[config.mk]
export PLATFORM = sky130hd
export DESIGN_NAME = i2c_register_file_target_unit
export DESIGN_NICKNAME = d
export VERILOG_FILES = /design/src/i2crf_pkg.sv /design/src/i2crf_ctrl.sv /design/src/i2crf_dp.sv /design/src/i2c_register_file_target_unit.sv
export VERILOG_INCLUDE_DIRS = /design/src /design/src/src
export SDC_FILE = /design/constraint.sdc
export NUM_CORES = 1
export LEC_CHECK = 0
export ABC_AREA = 1
export BUFFER_PORTS_ARGS = -buffer_cell sky130_fd_sc_hd__buf_2
export CAP_MARGIN = 30
export CELL_PAD_IN_SITES_DETAIL_PLACEMENT = 2
export CELL_PAD_IN_SITES_GLOBAL_PLACEMENT = 2
export CORE_MARGIN = 5
export CORE_UTILIZATION = 30
export CTS_BUF_LIST = sky130_fd_sc_hd__clkbuf_8
export DETAILED_ROUTE_END_ITERATION = 6
export GPL_ROUTABILITY_DRIVEN = 0
export PLACE_DENSITY = 0.61
export SYNTH_ARGS = -nofsm -noshare
export SYNTH_HDL_FRONTEND = slang
export SYNTH_SLANG_ARGS = --single-unit
[constraint.sdc]
create_clock -name clk -period 2.5 [get_ports clk]
set_input_delay 0.125 -clock clk [delete_from_list [all_inputs] [get_ports clk]]
set_output_delay 0.125 -clock clk [all_outputs]
set_load 0.02 [all_outputs]
[src/i2c_register_file_target_unit_macros.svh]
// Assertion macros shared by the controller and the datapath.
// Each macro expects signals named clk and arst_n in the module that uses it.
`ifndef I2C_REGISTER_FILE_TARGET_UNIT_MACROS_SVH
`define I2C_REGISTER_FILE_TARGET_UNIT_MACROS_SVH
`ifndef SYNTHESIS
`define I2CRF_ASSERT_IMP(lbl, ante, cons, msg) \
	lbl: assert property (@(posedge clk) disable iff (!arst_n) (ante) |-> (cons)) \
		else $error(msg);
`define I2CRF_ASSERT_NXT(lbl, ante, cons, msg) \
	lbl: assert property (@(posedge clk) disable iff (!arst_n) (ante) |=> (cons)) \
		else $error(msg);
`else
`define I2CRF_ASSERT_IMP(lbl, ante, cons, msg)
`define I2CRF_ASSERT_NXT(lbl, ante, cons, msg)
`endif
`endif

[src/i2crf_pkg.sv]
`timescale 1ns / 1ps
package i2crf_pkg;

	// Event codes carried in the kind field.
	localparam logic [3:0] KIND_ADDR_WRITE    = 4'd0;
	localparam logic [3:0] KIND_ADDR_READ     = 4'd1;
	localparam logic [3:0] KIND_BYTE_RECEIVED = 4'd2;
	localparam logic [3:0] KIND_BYTE_REQUEST  = 4'd3;
	localparam logic [3:0] KIND_STOP          = 4'd4;
	localparam logic [3:0] KIND_BUS_ERROR     = 4'd5;
	localparam logic [3:0] KIND_LOCAL_WRITE   = 4'd6;
	localparam logic [3:0] KIND_LOCAL_READ    = 4'd7;
	localparam logic [3:0] KIND_TAKE_FLAG     = 4'd8;

	// Message flag values and the read value for a register out of range.
	localparam logic [7:0] FLAG_T0       = 8'h80;
	localparam logic [7:0] FLAG_T1       = 8'h81;
	localparam logic [7:0] FLAG_T2       = 8'h82;
	localparam logic [7:0] OUT_OF_RANGE  = 8'h88;
	localparam logic [7:0] T1_DONE_INDEX = 8'd3;
	localparam logic [7:0] TARGET_0      = 8'd0;
	localparam logic [7:0] TARGET_1      = 8'd1;
	localparam logic [7:0] TARGET_2      = 8'd2;

	// Configuration register map, selected by paddr[2].
	localparam logic       REG_RX_SIZE  = 1'b0;
	localparam logic       REG_TX_SIZE  = 1'b1;
	localparam logic [4:0] SIZE_RST_VAL = 5'd16;

	typedef struct packed {
		logic [3:0] kind;
		logic [7:0] data_byte;
		logic [7:0] local_reg;
	} req_t;

	typedef struct packed {
		logic [7:0] out_data;
		logic       end_transaction;
	} rsp_t;

	typedef struct packed {
		logic [4:0] rx_size;
		logic [4:0] tx_size;
	} cfg_t;

	typedef struct packed {
		logic accept;
		logic commit;
	} ctrl_cmd_t;

	typedef struct packed {
		logic out_free;
	} dp_status_t;

	typedef enum logic [0:0] {
		ST_IDLE,
		ST_COMMIT
	} state_t;

endpackage

[src/i2crf_ctrl.sv]
`timescale 1ns / 1ps
`include "i2c_register_file_target_unit_macros.svh"
module i2crf_ctrl (
	input  logic                   clk,
	input  logic                   arst_n,
	input  logic                   req_valid,
	output logic                   req_stall,
	input  i2crf_pkg::dp_status_t  sts,
	output i2crf_pkg::ctrl_cmd_t   cmd
);
	import i2crf_pkg::*;

	state_t state_q;
	state_t state_d;

	always_ff @(posedge clk or negedge arst_n) begin
		if (!arst_n) begin
			state_q <= ST_IDLE;
		end else begin
			state_q <= state_d;
		end
	end

	always_comb begin
		state_d = state_q;
		unique case (state_q)
			ST_IDLE: begin
				if (req_valid) begin
					state_d = ST_COMMIT;
				end
			end
			ST_COMMIT: begin
				if (sts.out_free) begin
					state_d = ST_IDLE;
				end
			end
			default: begin
				state_d = ST_IDLE;
			end
		endcase
	end

	always_comb begin
		req_stall  = 1'b1;
		cmd.accept = 1'b0;
		cmd.commit = 1'b0;
		unique case (state_q)
			ST_IDLE: begin
				req_stall  = 1'b0;
				cmd.accept = req_valid;
			end
			ST_COMMIT: begin
				cmd.commit = sts.out_free;
			end
			default: begin
				req_stall = 1'b1;
			end
		endcase
	end

	`I2CRF_ASSERT_NXT(a_accept_then_commit, cmd.accept, state_q == ST_COMMIT && req_stall,
		"accepted beat did not move to the commit state")
	`I2CRF_ASSERT_NXT(a_commit_then_idle, cmd.commit, state_q == ST_IDLE,
		"controller did not return to idle after commit")
	`I2CRF_ASSERT_NXT(a_hold_when_full, state_q == ST_COMMIT && !sts.out_free,
		state_q == ST_COMMIT, "result left the commit state while output was full")

endmodule

[src/i2crf_dp.sv]
`timescale 1ns / 1ps
`include "i2c_register_file_target_unit_macros.svh"
module i2crf_dp #(
	parameter int RX_REGS = 16,
	parameter int TX_REGS = 16
) (
	input  logic                   clk,
	input  logic                   arst_n,
	input  i2crf_pkg::req_t        req,
	input  i2crf_pkg::cfg_t        cfg,
	input  i2crf_pkg::ctrl_cmd_t   cmd,
	output i2crf_pkg::dp_status_t  sts,
	output logic                   rsp_valid,
	input  logic                   rsp_stall,
	output i2crf_pkg::rsp_t        rsp
);
	import i2crf_pkg::*;

	localparam int RX_AW = (RX_REGS > 1) ? $clog2(RX_REGS) : 1;
	localparam int TX_AW = (TX_REGS > 1) ? $clog2(TX_REGS) : 1;
	localparam logic [7:0] RX_DEPTH = 8'(RX_REGS);
	localparam logic [7:0] TX_DEPTH = 8'(TX_REGS);

	logic [7:0] rx_mem [RX_REGS];
	logic [7:0] tx_mem [TX_REGS];
	logic [RX_REGS-1:0] rx_vld_q;
	logic [TX_REGS-1:0] tx_vld_q;

	req_t       item_q;
	logic [7:0] rx_rd_q;
	logic [7:0] tx_rd_q;
	logic       rx_rd_vld_q;
	logic       tx_rd_vld_q;

	logic [7:0] rx_ptr_q, tx_ptr_q, target_q, flag_q, shared_q;
	logic       expect_q;
	rsp_t       rsp_q;
	logic       rsp_valid_q;

	logic [7:0] rx_bound, tx_bound;
	logic [7:0] rx_ptr_last, rx_rd_addr;
	logic [RX_AW-1:0] rx_rd_idx, rx_wr_idx;
	logic [TX_AW-1:0] tx_rd_idx, tx_wr_idx;
	logic [7:0] rx_rd_data, tx_rd_data;

	logic [7:0] rx_ptr_d, tx_ptr_d, target_d, flag_d, shared_d, last_byte, od_d;
	logic       expect_d, end_d, rx_we, tx_we;

	assign rx_bound    = ({3'b000, cfg.rx_size} < RX_DEPTH) ? {3'b000, cfg.rx_size} : RX_DEPTH;
	assign tx_bound    = ({3'b000, cfg.tx_size} < TX_DEPTH) ? {3'b000, cfg.tx_size} : TX_DEPTH;
	assign rx_ptr_last = rx_ptr_q - 8'd1;
	assign rx_rd_addr  = (req.kind == KIND_LOCAL_READ) ? req.local_reg : rx_ptr_last;
	assign rx_rd_idx   = rx_rd_addr[RX_AW-1:0];
	assign tx_rd_idx   = tx_ptr_q[TX_AW-1:0];
	assign rx_wr_idx   = rx_ptr_q[RX_AW-1:0];
	assign tx_wr_idx   = item_q.local_reg[TX_AW-1:0];
	assign rx_rd_data  = rx_rd_vld_q ? rx_rd_q : 8'h00;
	assign tx_rd_data  = tx_rd_vld_q ? tx_rd_q : 8'h00;

	// Capture the beat and read both files while the pointers are settled.
	always_ff @(posedge clk) begin
		if (cmd.accept) begin
			item_q      <= req;
			rx_rd_q     <= rx_mem[rx_rd_idx];
			tx_rd_q     <= tx_mem[tx_rd_idx];
			rx_rd_vld_q <= rx_vld_q[rx_rd_idx];
			tx_rd_vld_q <= tx_vld_q[tx_rd_idx];
		end
	end

	always_ff @(posedge clk) begin
		if (rx_we) begin
			rx_mem[rx_wr_idx] <= item_q.data_byte;
		end
	end

	always_ff @(posedge clk) begin
		if (tx_we) begin
			tx_mem[tx_wr_idx] <= item_q.data_byte;
		end
	end

	always_comb begin
		rx_ptr_d  = rx_ptr_q;
		tx_ptr_d  = tx_ptr_q;
		target_d  = target_q;
		flag_d    = flag_q;
		shared_d  = shared_q;
		expect_d  = expect_q;
		last_byte = 8'h00;
		od_d      = 8'h00;
		end_d     = 1'b0;
		rx_we     = 1'b0;
		tx_we     = 1'b0;
		unique case (item_q.kind) inside
			KIND_ADDR_WRITE: begin
				expect_d = 1'b1;
				od_d     = shared_q;
			end
			KIND_ADDR_READ: begin
				od_d = shared_q;
			end
			KIND_BYTE_RECEIVED: begin
				shared_d = item_q.data_byte;
				od_d     = item_q.data_byte;
				if (expect_q) begin
					rx_ptr_d = item_q.data_byte;
					tx_ptr_d = item_q.data_byte;
					target_d = item_q.data_byte;
					expect_d = 1'b0;
				end else begin
					if (rx_ptr_q < rx_bound) begin
						rx_we     = cmd.commit;
						rx_ptr_d  = rx_ptr_q + 8'd1;
						last_byte = item_q.data_byte;
					end else if (rx_ptr_q != 8'd0 && rx_ptr_last < rx_bound) begin
						last_byte = rx_rd_data;
					end
					if (target_q == TARGET_0) begin
						flag_d = FLAG_T0;
					end else if (target_q == TARGET_1 && rx_ptr_d == T1_DONE_INDEX) begin
						flag_d = FLAG_T1;
					end else if (target_q == TARGET_2 && last_byte[7]) begin
						flag_d = FLAG_T2;
					end
				end
			end
			KIND_BYTE_REQUEST: begin
				if (tx_ptr_q < tx_bound) begin
					shared_d = tx_rd_data;
					tx_ptr_d = tx_ptr_q + 8'd1;
					od_d     = tx_rd_data;
				end else begin
					od_d = shared_q;
				end
			end
			KIND_LOCAL_WRITE: begin
				tx_we = cmd.commit && (item_q.local_reg < tx_bound);
			end
			KIND_LOCAL_READ: begin
				od_d = (item_q.local_reg < rx_bound) ? rx_rd_data : OUT_OF_RANGE;
			end
			KIND_TAKE_FLAG: begin
				od_d   = flag_q;
				flag_d = 8'h00;
			end
			KIND_STOP, KIND_BUS_ERROR: begin
				end_d = 1'b1;
			end
			default: begin
				end_d = 1'b1;
			end
		endcase
	end

	always_ff @(posedge clk or negedge arst_n) begin
		if (!arst_n) begin
			rx_ptr_q <= 8'h00;
			tx_ptr_q <= 8'h00;
			target_q <= 8'h00;
			flag_q   <= 8'h00;
			shared_q <= 8'h00;
			expect_q <= 1'b0;
			rx_vld_q <= '0;
			tx_vld_q <= '0;
		end else if (cmd.commit) begin
			rx_ptr_q <= rx_ptr_d;
			tx_ptr_q <= tx_ptr_d;
			target_q <= target_d;
			flag_q   <= flag_d;
			shared_q <= shared_d;
			expect_q <= expect_d;
			if (rx_we) begin
				rx_vld_q[rx_wr_idx] <= 1'b1;
			end
			if (tx_we) begin
				tx_vld_q[tx_wr_idx] <= 1'b1;
			end
		end
	end

	always_ff @(posedge clk or negedge arst_n) begin
		if (!arst_n) begin
			rsp_valid_q <= 1'b0;
		end else if (cmd.commit) begin
			rsp_valid_q <= 1'b1;
		end else if (!rsp_stall) begin
			rsp_valid_q <= 1'b0;
		end
	end

	always_ff @(posedge clk) begin
		if (cmd.commit) begin
			rsp_q.out_data        <= od_d;
			rsp_q.end_transaction <= end_d;
		end
	end

	assign sts.out_free = !rsp_valid_q || !rsp_stall;
	assign rsp_valid    = rsp_valid_q;
	assign rsp          = rsp_q;

	`I2CRF_ASSERT_NXT(a_commit_fills_output, cmd.commit, rsp_valid_q,
		"commit did not present a result")
	`I2CRF_ASSERT_NXT(a_addr_write_arms_index, cmd.commit && item_q.kind == KIND_ADDR_WRITE,
		expect_q, "address write did not arm the index byte")
	`I2CRF_ASSERT_NXT(a_take_clears_flag, cmd.commit && item_q.kind == KIND_TAKE_FLAG,
		flag_q == 8'h00, "taking the flag did not clear it")

endmodule

[src/i2c_register_file_target_unit.sv]
`timescale 1ns / 1ps
// Channel   Valid      Stall      Payload            Beat
// request   req_valid  req_stall  req (req_t)        one decoded bus or local event
// response  rsp_valid  rsp_stall  rsp (rsp_t)        one result per request beat
// config    psel/penable/pwrite   paddr, pwdata      one size register write
//
// Each request is accepted and then committed: the accept cycle reads the register files
// into registers synchronously, and the commit state, once the response register is
// free, commits the update and loads the response register.
// Reset clears all pointers, the flag and the valid bits of both register files at
// once, so unwritten entries read as zero; no clearing pass is needed.
// A full response register holds the commit back, but a new request is still taken
// while an earlier response waits.
module i2c_register_file_target_unit #(
	parameter int RX_REGS = 16,
	parameter int TX_REGS = 16
) (
	input  logic              clk,
	input  logic              arst_n,
	input  logic              req_valid,
	output logic              req_stall,
	input  i2crf_pkg::req_t   req,
	output logic              rsp_valid,
	input  logic              rsp_stall,
	output i2crf_pkg::rsp_t   rsp,
	input  logic              psel,
	input  logic              penable,
	input  logic              pwrite,
	input  logic [2:0]        paddr,
	input  logic [31:0]       pwdata,
	output logic [31:0]       prdata,
	output logic              pready
);
	import i2crf_pkg::*;

	cfg_t       cfg_q;
	ctrl_cmd_t  cmd;
	dp_status_t sts;
	logic       cfg_wr;

	// The bus port never inserts wait states. The two registers sit at byte
	// addresses 0 and 4, so bit 2 of the address selects between them.
	assign pready = 1'b1;
	assign cfg_wr = psel && penable && pwrite && pready;

	always_ff @(posedge clk or negedge arst_n) begin
		if (!arst_n) begin
			cfg_q.rx_size <= SIZE_RST_VAL;
			cfg_q.tx_size <= SIZE_RST_VAL;
		end else if (cfg_wr) begin
			unique case (paddr[2])
				REG_RX_SIZE: cfg_q.rx_size <= pwdata[4:0];
				REG_TX_SIZE: cfg_q.tx_size <= pwdata[4:0];
				default: cfg_q.rx_size <= cfg_q.rx_size;
			endcase
		end
	end

	always_comb begin
		unique case (paddr[2])
			REG_RX_SIZE: prdata = {27'd0, cfg_q.rx_size};
			REG_TX_SIZE: prdata = {27'd0, cfg_q.tx_size};
			default:     prdata = 32'd0;
		endcase
	end

	// The controller sequences accept and commit; the datapath holds the
	// register files, the pointers, the message flag and the response register.
	i2crf_ctrl u_ctrl (
		.clk       (clk),
		.arst_n    (arst_n),
		.req_valid (req_valid),
		.req_stall (req_stall),
		.sts       (sts),
		.cmd       (cmd)
	);

	i2crf_dp #(
		.RX_REGS (RX_REGS),
		.TX_REGS (TX_REGS)
	) u_dp (
		.clk       (clk),
		.arst_n    (arst_n),
		.req       (req),
		.cfg       (cfg_q),
		.cmd       (cmd),
		.sts       (sts),
		.rsp_valid (rsp_valid),
		.rsp_stall (rsp_stall),
		.rsp       (rsp)
	);

endmodule

== Word-level counts from Yosys, hierarchy flattened ==
Memory sizes are Yosys's and may differ from the RTL's. A register that Yosys moved wholly into a read port is not among the register bits.
Index checks and enable logic that the tools add are counted.

* Add/subtract/negate cells: 3
* Order comparisons: 13
* Equal/unequal tests: 15
* Muxes and demuxes: 52
* Bitwise operators: 4
* Reductions and logical operators: 29

{| class="wikitable"
|+ Operators by type and width
! operator !! count
|-
| 8-bit two-way mux || 18
|-
| 32-bit case mux with 2 select lines || 1
|-
| 8-bit case mux with 2 select lines || 3
|-
| 8-bit case mux with 5 select lines || 1
|-
| 8-bit less-than comparator || 4
|-
| 16-bit OR || 2
|-
| 4-bit by 5-bit less-than comparator with 1-bit output (second input constant) || 4
|-
| 1-bit two-way mux || 20
|-
| 8-bit by 1-bit adder with 8-bit output (second input constant) || 2
|-
| 8-bit by 2-bit equality test with 1-bit output (second input constant) || 2
|-
| 2-bit AND reduction || 7
|-
| 4-bit by 3-bit equality test with 1-bit output (second input constant) || 3
|-
| 5-bit less-than comparator (second input constant) || 2
|-
| 5-bit two-way mux || 2
|-
| 1-bit binary-select mux with 4-bit select || 2
|-
| 1-bit demux with 4-bit select || 2
|-
| 4-bit by 2-bit equality test with 1-bit output (second input constant) || 2
|-
| 8-bit by 1-bit equality test with 1-bit output (second input constant) || 1
|-
| 4-bit by 1-bit greater-or-equal comparator with 1-bit output (second input constant) || 2
|-
| 1-bit logical AND || 8
|-
| 8-bit logical NOT || 1
|-
| 8-bit by 5-bit less-than comparator with 1-bit output || 1
|-
| 4-bit AND reduction || 2
|-
| 8-bit nonzero test || 1
|-
| 16 further kinds || 23
|}

* Register bits after elaboration: 116
* Memory bits (writable): 256
* Bits of input ports: 62
* Logic and storage cells: 137
* Memories kept: 2

{| class="wikitable"
|+ Memories
! name !! words !! width !! read ports !! clocked after Yosys merged registers in !! write ports !! RTL line !! text
|-
| u_dp.rx_mem || 16 || 8 || 1 || 1 || 1 || i2crf_dp.sv:24 || <nowiki>logic [7:0] rx_mem [RX_REGS];</nowiki>
|-
| u_dp.tx_mem || 16 || 8 || 1 || 1 || 1 || i2crf_dp.sv:25 || <nowiki>logic [7:0] tx_mem [TX_REGS];</nowiki>
|}

== Logic depth before layout (Yosys ltp) ==
Gate-level depths: netlist (run 1).

* Depth in word-level cells: 14
* Mapped depth: 19
* Gate-level depth less buffers: 19

== Hierarchy ==
Synthesis (run 1) repeated with hierarchy kept, for this count alone.

* Cells, all modules: 1455
* Area total of the unflattened synthesis: 16543.4 µm²

{| class="wikitable"
|+ By module, submodules not included
! module !! instances !! cells each !! area an instance (µm²) !! sequential area each (µm²)
|-
| i2crf_dp || 1 || 1353 || 15783.9 || 10825.4
|-
| i2c_register_file_target_unit || 1 || 93 || 699.4 || 252.7
|-
| i2crf_ctrl || 1 || 9 || 60.1 || 25.0
|}

== Worst setup path before layout (run 1) ==
No wires, ideal clock.

* Path type: register to register
* Start point: register cfg_q[9] in the netlist's numbering
* End point: memory u_dp.rx_mem[15][0] (enable)
* Setup time: 0.397 ns
* Data arrival time: 2.252 ns
* Data required time: 2.103 ns
* Path slack: -0.148 ns
* Stages on the path, launching flop included: 9
* Buffers on the path: 0
* Path through: dfstp_2 -> inv_1 -> nand2_1 -> ha_1 -> a21oi_1 -> nand2_2 -> nand2_4 -> nand2_4 -> nor4_1

* Longest elaborated chain between the ends: 8

{| class="wikitable"
|+ Ends and longest elaborated chain
! item !! RTL line !! text
|-
| start: declaration || i2c_register_file_target_unit.sv:36 || <nowiki>cfg_t cfg_q;</nowiki>
|-
| 5-bit less-than comparator || i2crf_dp.sv:49 || <nowiki>assign rx_bound = ({3'b000, cfg.rx_size} < RX_DEPTH) ? {3'b000, cfg.rx_size} : RX_DEPTH;</nowiki>
|-
| 5-bit two-way mux * || i2crf_dp.sv:49 ||
|-
| 8-bit less-than comparator * || i2crf_dp.sv:112 || <nowiki>if (rx_ptr_q < rx_bound) begin</nowiki>
|-
| 1-bit two-way mux * || i2crf_dp.sv:112 ||
|-
| 1-bit two-way mux * || i2crf_dp.sv:106 || <nowiki>if (expect_q) begin</nowiki>
|-
| 1-bit two-way mux * || i2crf_dp.sv:95 || <nowiki>unique case (item_q.kind) inside</nowiki>
|-
| 1-bit two-way mux * || i2crf_dp.sv:72 || <nowiki>if (rx_we) begin</nowiki>
|-
| 1-bit two-way mux (not written as such) * || i2crf_dp.sv:73 || <nowiki>rx_mem[rx_wr_idx] <= item_q.data_byte;</nowiki>
|-
| end: declaration || i2crf_dp.sv:24 ||
|}

Mark *: on every way between the ends. The rest lies on a longest branch, timed or not.

== Final worst setup path (run 1) ==
* Start point: register cfg_q[9] in the netlist's numbering
* End point: register u_dp.flag_q[7]

* Longest elaborated chain between the ends: 12
* Elaborated cells on any way between the ends: 21
* Those cells by class: order compare: 3; eq/ne: 2; mux: 12; reduce/logical: 4

{| class="wikitable"
|+ Ends and longest elaborated chain
! item !! RTL line !! text
|-
| 5-bit less-than comparator || i2crf_dp.sv:49 ||
|-
| 5-bit two-way mux * || i2crf_dp.sv:49 ||
|-
| 8-bit less-than comparator || i2crf_dp.sv:112 ||
|-
| 8-bit two-way mux || i2crf_dp.sv:112 ||
|-
| 8-bit two-way mux || i2crf_dp.sv:106 ||
|-
| 8-bit two-way mux || i2crf_dp.sv:95 ||
|-
| 8-bit by 2-bit equality test with 1-bit output || i2crf_dp.sv:121 || <nowiki>end else if (target_q == TARGET_1 && rx_ptr_d == T1_DONE_INDEX) begin</nowiki>
|-
| 1-bit logical AND || i2crf_dp.sv:121 ||
|-
| 8-bit two-way mux || i2crf_dp.sv:121 ||
|-
| 8-bit two-way mux || i2crf_dp.sv:119 || <nowiki>if (target_q == TARGET_0) begin</nowiki>
|-
| 8-bit two-way mux || i2crf_dp.sv:106 ||
|-
| 8-bit case mux with 2 select lines || i2crf_dp.sv:95 ||
|-
| end signal: assignment || i2crf_dp.sv:170 || <nowiki>flag_q <= flag_d;</nowiki>
|-
| end: declaration || i2crf_dp.sv:35 || <nowiki>logic [7:0] rx_ptr_q, tx_ptr_q, target_q, flag_q, shared_q;</nowiki>
|}

Mark *: on every way between the ends. The rest lies on a longest branch, timed or not. The select of a mux whose other input is x is not followed.
A chain may end at the register's enable or synchronous reset.

==> metrics.csv, run 1 <==
stage,metric,value,unit
timing,finalHoldViolations,0,
cells_and_area,syn_to_final_growth,25.58,%
cts,cts_tree,done,
power,p_leak,7.962,nW
cts,numCtsBuffers,69,
cts,cts-root-buf,clkbuf_8,
critical_path,r2r_start,cfg_q[9],
synth,synth_edf_count,303,
outcome,failed_checks,setup timing,
cells_and_area,final_core_util,0.3786,
timing,period_share,1.045,
place,port-buffer-count,48,
timing,grt_setup_unrepaired,yes,
synth,synth_top_area_share,0.5500,
power,p_per_area,1125,nW/um2
global_routing,grt.overflow.total,0,
cts,clockBufferDepth,3,
outcome,outcome,"complete, but fails checks",
critical_path,critPathKind,flip-flop to flip-flop,
timing,worstMarginPinSlew,1.017,ns
floorplanning,core,54880,um2
cts,clk_pin_slew_worst_paths,0.06,ns
floorplanning,die_area,59940,um2
floorplanning,io_pins,106,
global_routing,grt_pass1_wl,83770,um
synth,synthCells,1446,
timing,min_period,2.612,ns
synth,synth_ff_type,edfxtp_1,
detailed_routing,drt_iter0_markers,656,
floorplanning,start_util,0.3015,
place,pre_cts_ws,-0.1723,ns
synth,yosys-top-cells-area,"edfxtp_1, dfrtp_1, o21ai_0",
detailed_routing,drc,0,
cells_and_area,drive_gt1_frac,0.2277,
run,drv_cap,0,
place,hpwlAfterDp,37380,um
timing,slew_headroom,0.3220,
cells_and_area,fin_nets,1759,
detailed_routing,viasPerCell,5.023,
critical_path,startpoint,cfg_q[9],
critical_path,worstPathRequired,3.03,ns
cells_and_area,diodes,0,
synth,avgSynthCellArea,11.44,um2
cts,clock_latency,0.66,ns
global_routing,antenna_found_initial,1,
cells_and_area,fill_cells,5734,
synth,synth-seq-area-share,0.6711,
power,irDropWorstVdd,0.5070,mV
detailed_routing,detail-route-antenna-nets,0,
detailed_routing,vias,12210,
global_routing,grt.total_usage,0.1832,
detailed_routing,drt-total-wl,57290,um
cts,htreeDepth,3,
synth,ys_ff_latch,383,
timing,skew,0.02335,ns
floorplanning,die_width,244.8,um
timing,finalMaxSlewViolations,0,
timing,timing.fmax,0.3829,GHz
synth,synth.distinct_cells,47,
critical_path,endpoint_kind,flip-flop,
cells_and_area,layout_commonest_cell,edfxtp_1,
synth,synth_top_area_cell,edfxtp_1,
timing,setup_ws,-0.1116,ns
min_path,hp-start,penable,
cells_and_area,final_cell_mix,"edfxtp_1, o21ai_0, nor2_1, nand2_1, inv_1",
global_routing,grt_start_max_net_pins,49,
timing,setup_viol,109,
cts,cts.sinks,383,
min_path,hold_path.class,input port to flip-flop,
detailed_routing,drt_first_pass_iters,5,
synth,syn_area,16540,um2
synth,async_flop_share,0.2089,
critical_path,critical_path.max_fanout,8,
critical_path,startpoint_type,flip-flop,
critical_path,cp_data_arrival_time,3.15,ns
detailed_routing,wl_per_cell,23.58,um
global_routing,grt_pass1_vias,13420,
synth,synth_warnings,0,
floorplanning,die_y,244.8,um
floorplanning,row_count,86,
==> layout make-up <==
class	instances	area [um2]	area share
tap	704	880.8	0.04240
inverter	107	412.9	0.01987
sequential	383	11110	0.5345
multi-input combinational	896	5205	0.2505
timing repair buffer	214	1847	0.08889
clock inverter	50	279.0	0.01343
clock buffer	76	1046	0.05035
==> Yosys cell counts, types with 6 or more instances <==
cell,instances
nand4_1,6
or2_1,13
a21oi_1,30
dfrtp_1,78
inv_2,8
nand3_1,68
nand2_1,164
or2_2,10
o221ai_1,45
o21ai_0,181
nor2_1,195
o211ai_1,19
clkbuf_1,48
edfxtp_1,303
o22ai_1,45
buf_4,32
o21ai_1,6
nor3_1,10
inv_1,95
ha_1,26
==> critical path, stage by stage (launching register included) <==
cell	delay, ns
dfstp_2	0.55
clkinvlp_4	0.21
buf_6	0.20
buf_6	0.11
nand3_2	0.06
nand2_2	0.05
nand2_1	0.06
nand2_1	0.06
nand2_2	0.11
nand2_8	0.11
buf_6	0.14
nand3_2	0.05
nand2_2	0.06
inv_2	0.07
nand2_2	0.07
nor2_4	0.13
nand3_4	0.09
nand3_4	0.11
nand3_4	0.09
nand2_2	0.09
nand2_1	0.05
==> repair_timing <==
| item | CTS | global route |
|---|---|---|
| gates resized for setup | 18 | 157 |
| endpoints found under the setup margin | 135 | 255 |
| pin swaps | 3 | 28 |
| hold buffers | 31 | 0 |
| cloned | 0 | 13 |
| endpoints found under the hold margin | 111 | 0 |
| buffers inserted | 1 | 13 |
==> metrics by stage <==
step | std cells | cell area (um2) | hold WS [ns] | total power [mW] | TNS (ns)
after global placement | 2244 | 18220 | 0.1604 | 16.74 | -4.799
after detailed placement | 2245 | 18250 | 0.1535 | 17.07 | -7.968
final | 2430 | 20780 | 0.1402 | 23.38 | -5.047
after CTS | 2403 | 19960 | 0.05802 | 23.13 | -0.07750
after floorplan | 1472 | 16650 | -0.1706 | 13.20 | 0
after global routing | 2430 | 20780 | 0.1426 | 24.77 | -21.55
==> path summary, 6_finish.rpt <==
path,to,slack (ns),depth (start not counted)
worst max-delay path,u_dp.flag_q[7],-0.11,20
worst min-delay path,cfg_q[4],0.14,5
worst max register to register,u_dp.flag_q[7],-0.11,20
worst min register to register,u_dp.rx_vld_q[0],0.46,1
max in group asynchronous,u_dp.tx_ptr_q[0],0.88,5
min in group asynchronous,u_dp.tx_vld_q[4],0.48,3
==> registers in the layout (all words and copies together) (netlist names), 3 cells and up <==
signal,flops
u_dp.tx_rd_q,8
u_dp.rx_ptr_q,8
u_dp.target_q,8
u_dp.rsp,9
u_dp.tx_vld_q,16
u_dp.shared_q,8
u_dp.tx_mem,128
cfg_q,10
u_dp.rx_rd_q,8
u_dp.rx_vld_q,16
u_dp.item_q,20
u_dp.tx_ptr_q,8
u_dp.rx_mem,128
u_dp.flag_q,3
==> where the power goes <==
group / switching, mW / internal [mW] / leakage, nW
Combinational: 6.22 / 2.92 / 3.49
Sequential: 0.608 / 7.82 / 3.71
Clock: 2.78 / 3.03 / 0.766
Total: 9.61 / 13.8 / 7.96
==> kinds of logic after synthesis <==
kind of cell | Yosys count | share of synthesized area
AOI/OAI and AO/OA | 343 | 0.1237
adders and majority gates | 26 | 0.01966
other | 2 | 0.0004539
buffers and inverters | 194 | 0.05173
xor gates and xnor gates | 5 | 0.002647
and+or+nand+nor | 493 | 0.1307
DFF | 383 | 0.6711
==> routing by layer <==
metal	global-route usage	routed length, um
met5	0	0
met1	0.2385	25310
met3	0.02733	1730
met2	0.3170	28950
met4	0.05710	1303
(Power assumes the default switching activity.)
==> inputs of run 2 (changes only) <==
--- a/config.mk
+++ b/config.mk
@@ -16,7 +16,7 @@
 export CTS_BUF_LIST = sky130_fd_sc_hd__clkbuf_8
 export DETAILED_ROUTE_END_ITERATION = 6
 export GPL_ROUTABILITY_DRIVEN = 0
-export PLACE_DENSITY = 0.61
+export PLACE_DENSITY = 0.59
 export SYNTH_ARGS = -nofsm -noshare
 export SYNTH_HDL_FRONTEND = slang
 export SYNTH_SLANG_ARGS = --single-unit
==> constraint.sdc (replaced) <==
create_clock -name clk -period 3.4 [get_ports clk]
set_input_delay 0.17 -clock clk [delete_from_list [all_inputs] [get_ports clk]]
set_output_delay 0.17 -clock clk [all_outputs]
set_load 0.1 [all_outputs]
==> metrics.csv, run 2 (synthesis results as in run 1) <==
stage,metric,value,unit
timing,worstMarginPinSlew,0.9268,ns
cells_and_area,final_cell_mix,"edfxtp_1, nor2_1, o21ai_0, nand2_1, inv_1",
critical_path,worstPathRequired,3.74,ns
critical_path,critical_path.max_fanout,8,
floorplanning,die_width,244.8,um
cts,htreeDepth,3,
outcome,outcome,"finished, final reports clean",
timing,finalHoldViolations,0,
place,dp.cells,2206,
power,power,16.78,mW
timing,finalMaxSlewViolations,0,
cells_and_area,fill_cells,5862,
cts,cts_tree,done,
place,hpwlAfterDp,35230,um
cts,cts_resized,0,
min_path,hold_path.class,input port to flip-flop,
cts,clockBufferDepth,3,
cells_and_area,final_core_util,0.3557,
global_routing,grt.overflow.total,0,
floorplanning,die_y,244.8,um
critical_path,slowest_delay,0.55,ns
timing,grt_setup_unrepaired,no,
detailed_routing,drt_iter0_markers,582,
run,drv_cap,0,
detailed_routing,wl_met2,26520,um
floorplanning,core,54880,um2
critical_path,critPathKind,flip-flop to flip-flop,
timing,hold-worst-slack,0.07831,ns
power,p_leak,7.537,nW
floorplanning,die_area,59940,um2
detailed_routing,viasPerCell,4.985,
timing,min_period,2.878,ns
cts,clk_pin_slew_worst_paths,0.06,ns
detailed_routing,drc,0,
detailed_routing,drt_first_pass_iters,4,
power,irDropWorstVdd,0.5115,mV
critical_path,cpMostUsedCell,nand2_1,
detailed_routing,drt-total-wl,53580,um
timing,timing.fmax,0.3475,GHz
cells_and_area,layout_commonest_cell,edfxtp_1,
cells_and_area,largestRegisters,"u_dp.rx_mem: 128 flops, u_dp.tx_mem: 128 flops, u_dp.item_q: 20 flops",
global_routing,grt_start_max_net_pins,75,
global_routing,antenna_found_initial,2,
global_routing,grt_pass1_wl,80770,um
timing,setup_viol,0,
timing,tns,0,ns
critical_path,path_cells,inv_2 -> nand2_1 -> ha_1 -> o21ai_0 -> inv_1 -> o211ai_1 -> nand2_1 -> a21oi_1 -> nand3_1 -> nor2_1 -> buf_4,
detailed_routing,wl_met3,1478,um
timing,skew,0.03833,ns
cts,clock_latency,0.65,ns
floorplanning,io_pins,106,
detailed_routing,vias,11800,
critical_path,cp_slowest_cell,dfstp_2,
floorplanning,row_count,86,
detailed_routing,wl_per_cell,22.65,um
cells_and_area,drive_gt1_frac,0.1535,
cts,cts.sinks,383,
timing,slew_headroom,0.3807,
power,p_per_area,859.4,nW/um2
cells_and_area,syn_to_final_growth,17.99,%
critical_path,cp_data_arrival_time,3.21,ns
place,port-buffer-count,48,
cells_and_area,final_cell_count_no_fill,2366,
detailed_routing,highest_layer,met4,
cts,cts-root-buf,clkbuf_8,
cells_and_area,fin_nets,1692,
global_routing,grt.total_usage,0.1778,
detailed_routing,detail-route-antenna-nets,0,
floorplanning,start_util,0.3015,
critical_path,endpoint_kind,flip-flop,
global_routing,grt_pass1_vias,12990,
critical_path,startpoint_type,flip-flop,
cts,numCtsBuffers,72,
detailed_routing,drt-met1-wl,24300,um
timing,period_share,0.8464,
[run 2: cell types whose count changed in the layout (fill, tap and decap cells not counted), sizes merged, moves of 2 or more]
cell / previous run / this run
buf: 182 / 117
inv: 132 / 144
clkinv: 21 / 11
dlygate4sd3: 31 / 28
clkbuf: 77 / 79
[run 2: layout make-up]
type	instances	area, um2	share of cell area
antenna	1	2.502	0.0001282
clock buffer	79	1087	0.05570
clock inverter	52	254.0	0.01301
inverter	107	401.6	0.02057
multi-input combinational	895	4712	0.2414
sequential	383	11100	0.5688
tap	704	880.8	0.04512
timing repair buffer	145	1079	0.05525
[run 2: worst paths after layout]
kind	startpoint	endpoint	slack (ns)	cells past startpoint
worst max-delay path	cfg_q[4]	u_dp.tx_mem[14][4]	0.52	11
worst min-delay path	paddr[2]	cfg_q[4]	0.08	3
worst max register to register	cfg_q[4]	u_dp.tx_mem[14][4]	0.52	11
worst min register to register	u_dp.tx_vld_q[1]	u_dp.tx_vld_q[1]	0.46	2
max in group asynchronous	arst_n	u_dp.rx_ptr_q[3]	2.27	3
min in group asynchronous	arst_n	cfg_q[5]	0.19	2
[run 2: power by group]
part / switching (mW) / total, mW / internal (mW)
Clock: 2.03 / 4.24 / 2.22
Sequential: 0.468 / 6.22 / 5.75
Combinational: 4.59 / 6.31 / 1.72
[run 2: routing by layer]
metal	up-vias	GRT usage
li1	5468	-
met4	0	0.05330
met3	93	0.02951
met5	-	0
met1	6063	0.2319
met2	171	0.3058
[run 2: what timing repair did]
action                    CTS  global route
hold endpoints to repair   88             0
setup buffers               0             0
hold buffers               28             0
[run 2: worst max-delay path: cells and delay by family, from the launching register on]
kind / cells / cell delay, ns
compound gates: 3 / 0.64
fa+ha+maj: 1 / 0.24
buf+inv: 3 / 0.33
simple gates: 4 / 0.81
flops: 1 / 0.55
[run 2: per-stage QoR]
stage	worst slack [ns]	area (um2)
3_5_place_dp	0.4495	17900
3_3_place_gp	0.4807	17900
6_report	0.5222	19520
5_1_grt	0.2449	19520
4_1_cts	0.4214	19520
2_1_floorplan	0.2730	16640
